`src/rtl/isort_pkg.sv`:
```
`timescale 1ns / 1ps
// ----------------------------------------------------------------------------
// isort_pkg
// Shared types and constants for the insertion sort engine.
// ----------------------------------------------------------------------------
package isort_pkg;

    localparam int DATA_W       = 32;
    localparam int CAPACITY_DEF = 64;

    // top level sequencing
    typedef enum logic {
        ST_LOAD,
        ST_DRAIN
    } isort_state_t;

    // control broadcast to every cell
    typedef struct packed {
        logic insert;      // place incoming value into the sorted row
        logic shift;       // move the row one cell toward the head
        logic descending;  // order select
    } cell_ctrl_t;

endpackage

```
`src/rtl/isort_cell.sv`:
```
`timescale 1ns / 1ps
// ----------------------------------------------------------------------------
// isort_cell
// One slot of the sorted row: holds a value, decides where an incoming
// value lands and hands data to its neighbors.
// ----------------------------------------------------------------------------
module isort_cell (
    input  logic                          aclk,
    input  logic                          aresetn,
    input  isort_pkg::cell_ctrl_t         ctrl,
    input  logic [isort_pkg::DATA_W-1:0]  new_value,
    // neighbor toward the head
    input  logic                          left_ins,
    input  logic                          left_valid,
    input  logic [isort_pkg::DATA_W-1:0]  left_value,
    // neighbor toward the tail
    input  logic                          right_valid,
    input  logic [isort_pkg::DATA_W-1:0]  right_value,
    // own state
    output logic                          ins,
    output logic                          valid,
    output logic [isort_pkg::DATA_W-1:0]  value
);
    import isort_pkg::*;

    logic              valid_reg, valid_next;
    logic [DATA_W-1:0] value_reg, value_next;
    logic              goes_after;

    // stored value belongs after the incoming one
    always_comb begin
        if (ctrl.descending) begin
            goes_after = $signed(value_reg) < $signed(new_value);
        end else begin
            goes_after = $signed(value_reg) > $signed(new_value);
        end
    end

    assign ins = !valid_reg || goes_after;

    // insert: take new value or the left neighbor's; drain: take the right's
    always_comb begin
        valid_next = valid_reg;
        value_next = value_reg;
        if (ctrl.insert && ins) begin
            if (left_ins) begin
                valid_next = left_valid;
                value_next = left_value;
            end else begin
                valid_next = 1'b1;
                value_next = new_value;
            end
        end else if (ctrl.shift) begin
            valid_next = right_valid;
            value_next = right_value;
        end
    end

    always_ff @(posedge aclk) begin
        if (!aresetn) begin
            valid_reg <= 1'b0;
        end else begin
            valid_reg <= valid_next;
        end
    end

    // payload, no reset
    always_ff @(posedge aclk) begin
        value_reg <= value_next;
    end

    assign valid = valid_reg;
    assign value = value_reg;

endmodule

```
`config.mk`:
```
export PLATFORM = sky130hd
export DESIGN_NAME = isort_cell
export DESIGN_NICKNAME = d
export VERILOG_FILES = /design/src/rtl/isort_pkg.sv /design/src/rtl/isort_cell.sv
export SDC_FILE = /design/constraint.sdc
export NUM_CORES = 1
export LEC_CHECK = 0
export ABC_AREA = 1
export BUFFER_PORTS_ARGS = -buffer_cell sky130_fd_sc_hd__buf_2
export CORE_MARGIN = 5
export CORE_UTILIZATION = 43
export CTS_CLUSTER_DIAMETER = 40
export DETAILED_ROUTE_END_ITERATION = 10
export GPL_TIMING_DRIVEN = 1
export PLACE_DENSITY = 0.78
export SLEW_MARGIN = 0
export SYNTH_ARGS = -nofsm -noshare
export SYNTH_HDL_FRONTEND = slang
export SYNTH_SLANG_ARGS = --single-unit
```
`constraint.sdc`:
```
create_clock -name aclk -period 2.8 [get_ports aclk]
set_input_delay 0.14 -clock aclk [delete_from_list [all_inputs] [get_ports aclk]]
set_output_delay 0.14 -clock aclk [all_outputs]
set_load 0.05 [all_outputs]
```
Word level (Yosys, flattened, before mapping)
Cells that the tools add are included.
{ "word_totals": {"ff_bits": 33, "inputBits": 104, "output_inout_bits": 34, "wordCells": 15} }
{ "op_classes": {"n_lt_le_gt_ge": 2, "mux": 7, "reduce_logical": 4} }
{ "ops": {"columns": ["op", "count"], "rows": [
  ["32-bit two-way mux", 3],
  ["32-bit > comparator", 1],
  ["32-bit less-than comparator", 1],
  ["1-bit two-way mux", 4],
  ["2-bit nonzero test", 1],
  ["1-bit logical AND", 1],
  ["1-bit logical NOT", 1],
  ["1-bit logical OR", 1]
]} }

Longest topological paths before layout
{ "logic_depth": {"ltp_word": 5, "depth_mapped": 21} }

Worst setup path before layout
Ideal clock, no wire load.
{ "synth_timing": {"path_type": "reg-to-reg", "from": "reg value_reg[31] (netlist: value[31])", "to": "reg value_reg[0] (netlist: value[0]), enable pin", "setup_ps": 478, "arrival_ps": 2876, "t_required_ps": 2322, "setup_slack_ps": -554, "stages_incl_launch_ff": 14, "n_path_buf": 1, "synth_period_minus_slack_ps": 3354, "cell_sequence": "edfxtp_1 > ha_1 > nand2_1 > nor2_1 > and2_1 > and3_2 > nand2_2 > nand2_1 > nand2_1 > nand3_2 > nand3_4 > nand2_8 > buf_4 > nand2_1"} }
{ "synth_between": {"elab_chain_len": 5} }
{ "synth_rtl": {"columns": ["element", "line_no", "rtl"], "rows": [
  ["from (decl)", "isort_cell.sv:27", "logic [DATA_W-1:0] value_reg, value_next;"],
  ["from (signal assigned)", "isort_cell.sv:69", "value_reg <= value_next;"],
  ["32-bit > comparator or 32-bit less-than comparator (tied branches)", "isort_cell.sv:35, isort_cell.sv:33", null],
  ["1-bit two-way mux (*)", "isort_cell.sv:32", "if (ctrl.descending) begin"],
  ["1-bit logical OR (*)", "isort_cell.sv:39", "assign ins = !valid_reg || goes_after;"],
  ["named net ins", "isort_cell.sv:20", "output logic ins,"],
  ["1-bit logical AND (*)", "isort_cell.sv:45", "if (ctrl.insert && ins) begin"],
  ["2-bit nonzero test (no source line) (*)", null, null]
]} }
Mark *: on every way through the listed nets, which the timed path passes. The rest lies on a longest branch.
A chain may end at the register's enable or synchronous reset.

Worst setup path in the final report
{ "layout_timing": {"from": "reg value_reg[31] (netlist: value[31])", "to": "reg value_reg[0] (netlist: value[0]), data pin"} }
{ "layout_between": {"elab_chain_len": 5} }
{ "layout_rtl": {"columns": ["element", "line_no"], "rows": [
  ["32-bit > comparator or 32-bit less-than comparator (tied branches)", "isort_cell.sv:35, isort_cell.sv:33"],
  ["1-bit two-way mux (*)", "isort_cell.sv:32"],
  ["1-bit logical OR (*)", "isort_cell.sv:39"],
  ["1-bit logical AND (*)", "isort_cell.sv:45"],
  ["32-bit two-way mux (*)", "isort_cell.sv:45"],
  ["named net value_next[0]", "isort_cell.sv:27"]
]} }
Marked as above.

==> key figures <==
Floorplanning
  • I/O pin count: 138
  • Core ar.: 6720 um^2
  • Die Y: 92.6 um
  • DIE WIDTH: 92.6 um
  • Row count: 30
  • Initial core utilization: 0.436
  • Die footprint: 8570 um^2

STA
  • Final worst slack: 0.320 ns
  • Endpoints failing setup: 0
  • Final Hold Vio Count: 0
  • Pin slew with the least headroom to its limit: 0.782 ns
  • Final period util: 0.886
  • Setup_tns: 0 ns
  • Final Slew Violations: 0
  • Slew headroom: 0.478
  • Clock Skew: 0.00573 ns
  • RSZ-0062 raised after global routing: no
  • Final min period: 2.48 ns
  • Max Clk Rate: 403 MHz

Synthesis
  • Number of cells produced by synthesis: 333
  • Main synth FF type: edfxtp_1
  • Post-synth top cells: 103 x nand2_1, 41 x inv_1, 32 x edfxtp_1, 32 x ha_1, 31 x nand2_2
  • Total number of yosys warnings: 0
  • Most instantiated library cell after synthesis: nand2_1
  • Syn_nets: 469
  • Post-Syn Area: 2930 um^2
  • Ys async rst share: 0
  • Post-Syn Area per Cell: 8.80 um^2
  • Seq/Total Area, Yosys: 0.335
  • Yosys reg bits: 33
  • Synth cell types: 28
  • Largest area contributor in the netlist: edfxtp_1
  • Synth top area cells: edfxtp_1 33%, ha_1 14%, nand2_1 13%
  • Yosys top cell area share: 0.328
  • Post-synth EDFFs: 32

Place
  • Post-DP HPWL: 5990 um
  • GP Congestion: 0.800
  • Place WS: 0.129 ns
  • IO Port Bufs: 137

GRT
  • Number of global-route vias before repair: 2815
  • First-pass GRT wire length: 12200 um
  • GRT Overall Usage: 0.176
  • Congestion Overflow GR: 0
  • Initial antenna violation count: 0
  • Largest net degree at the start of global routing: 39

Worst hold path
  • Worst Hold Class: input pin to flop
  • Hold path endpoint: valid$_SDFFE_PN0P_
  • Hold path start: aresetn
  • Hold Path Cell Cnt: 3

Status
  • Status: complete, no violations

Critical path
  • R2R setup slack: 0.32 ns
  • Worst Path Arrival: 2.51 ns
  • CP startpoint kind: flop
  • Worst Setup Path Type: flop to flop
  • Data required, critical path: 2.83 ns
  • CP max FO: 32
  • R2R depth: 14
  • Crit. End Element: flop
  • Reg-to-reg endpoint: value[0]$_DFFE_PP_
  • R2r startpoint: value[31]$_DFFE_PP_

Pwr
  • Register share of total power: 0.363
  • Net Switching: 0.780 mW
  • Leak: 2.02 nW
  • Total internal power: 1.07 mW
  • Power, Total: 1.85 mW
  • Peak VDD IR: 0.000205 V
  • Combinational share of power: 0.447
  • Clk pwr share: 0.189
  • Sw frac: 0.422
  • Power per Cell Area: 493 nW/um^2

Route
  • Vias/cell: 4.86
  • WL per Instance: 13.8 um
  • DR vias: 2683
  • Antenna viol nets, final: 0
  • DRC: 0
  • Iteration-0 DRC Markers: 93
  • Drt total wl: 7640 um
  • First-pass DRT Iterations: 4

Clocking
  • Post-cts hold buffer count: 0
  • CTS buffer count: 5
  • CTS Root Cell: clkbuf_8
  • Clock Path Buffers: 2
  • CTS clk-pin slew, worst paths: 0.07 ns
  • CTS tree: yes
  • H-Tree Level Count: 2
  • Clock Latency Late Sink: 0.28 ns
  • CTS sink cnt: 33

Final layout
  • Final net count: 607
  • Register area: 981 um^2
  • Fillcell total: 621
  • Largest register FFs: 32
  • Layout cells sized above 1: 0.468
  • Multi-input logic area: 1690 um^2
  • Area grow syn2layout: 28.1%
  • # diodes: 0

Run
  • MaxCap Viol Count: 0
==> cell usage in the layout, fill, tap and decap left out, drive strengths merged, types with 2 or more instances in the layout <==
cell,n
a21o,2
nor2,11
nand3,8
edfxtp,32
clkinv,2
o21a,2
a21oi,16
o211ai,32
clkbuf,6
inv,43
buf,142
ha,32
nand2,136
o21ai,3
==> logic make-up after synthesis <==
logic type / after synthesis / share of synthesized area
buffers and inverters: 55 / 0.104
AOI/OAI and AO/OA: 55 / 0.176
adders and majority gates: 32 / 0.137
and+or+nand+nor: 158 / 0.249
DFF: 33 / 0.335
==> metrics by stage <==
step | utilization | hold WS [ns] | instance area, um^2 | instances
floorplan | - | 0.249 | 2950 | 333
global placement | 0.539 | 0.360 | 3620 | 539
detailed placement | 0.539 | 0.363 | 3620 | 539
CTS | 0.551 | 0.0532 | 3700 | 547
global route | 0.559 | 0.0611 | 3750 | 552
finish | 0.559 | 0.0611 | 3750 | 552
==> area by class of cell <==
cell class | instances | area share
multi-input combinational | 246 | 0.449
sequential | 33 | 0.261
timing repair buffer | 142 | 0.196
inverter | 43 | 0.0450
tap | 80 | 0.0267
clock buffer | 6 | 0.0193
clock inverter | 2 | 0.00267
==> power groups by stage <==
stage / logic [mW] / clock network [mW] / registers (mW)
after detailed placement: 0.816 / 0 / 0.683
after global placement: 0.796 / 0 / 0.680
after global routing: 0.911 / 0.383 / 0.679
after floorplan: 0.385 / 0 / 0.911
final: 0.828 / 0.350 / 0.672
after CTS: 0.818 / 0.365 / 0.672
==> how the worst max path moves through the flow <==
stage,slack [ns],endpoint,depth (start not counted),startpoint
finish,0.32,value[0]$_DFFE_PP_,14,value[31]$_DFFE_PP_
global route,0.07,value[0]$_DFFE_PP_,14,value[31]$_DFFE_PP_
CTS,0.12,value[0]$_DFFE_PP_,14,value[31]$_DFFE_PP_
detailed placement,0.13,value[0]$_DFFE_PP_,14,value[31]$_DFFE_PP_
global placement,0.19,value[0]$_DFFE_PP_,14,value[31]$_DFFE_PP_
floorplan,0.02,value[0]$_DFFE_PP_,13,value[31]$_DFFE_PP_
==> critical path, cell delays in order (launching register included) <==
cell      delay, ns
edfxtp_1       0.44
ha_4           0.32
nand2_1        0.06
nor2_1         0.12
and2_1         0.17
and3_2         0.20
nand2_2        0.07
nand2_1        0.08
nand2_1        0.07
nand3_2        0.08
nand3_4        0.12
nand2_8        0.17
inv_8          0.13
o211ai_1       0.12
nand2_1        0.07
==> layer usage <==
layer | vias to the layer above | GRT usage | part of all wire
met4 | 0 | 0.0545 | 0.014
met1 | 1201 | 0.198 | 0.43
met5 | - | 0 | 0
met2 | 86 | 0.326 | 0.50
met3 | 6 | 0.0422 | 0.063
li1 | 1390 | - | -
==> what timing repair did <==
action | 4_1_cts | 5_1_grt
setup buffers | 0 | 4
hold endpoints to repair | 0 | 0
resized for setup | 0 | 1
setup endpoints to repair | 0 | 64
Note: power is estimated with default switching activity, not from simulation.
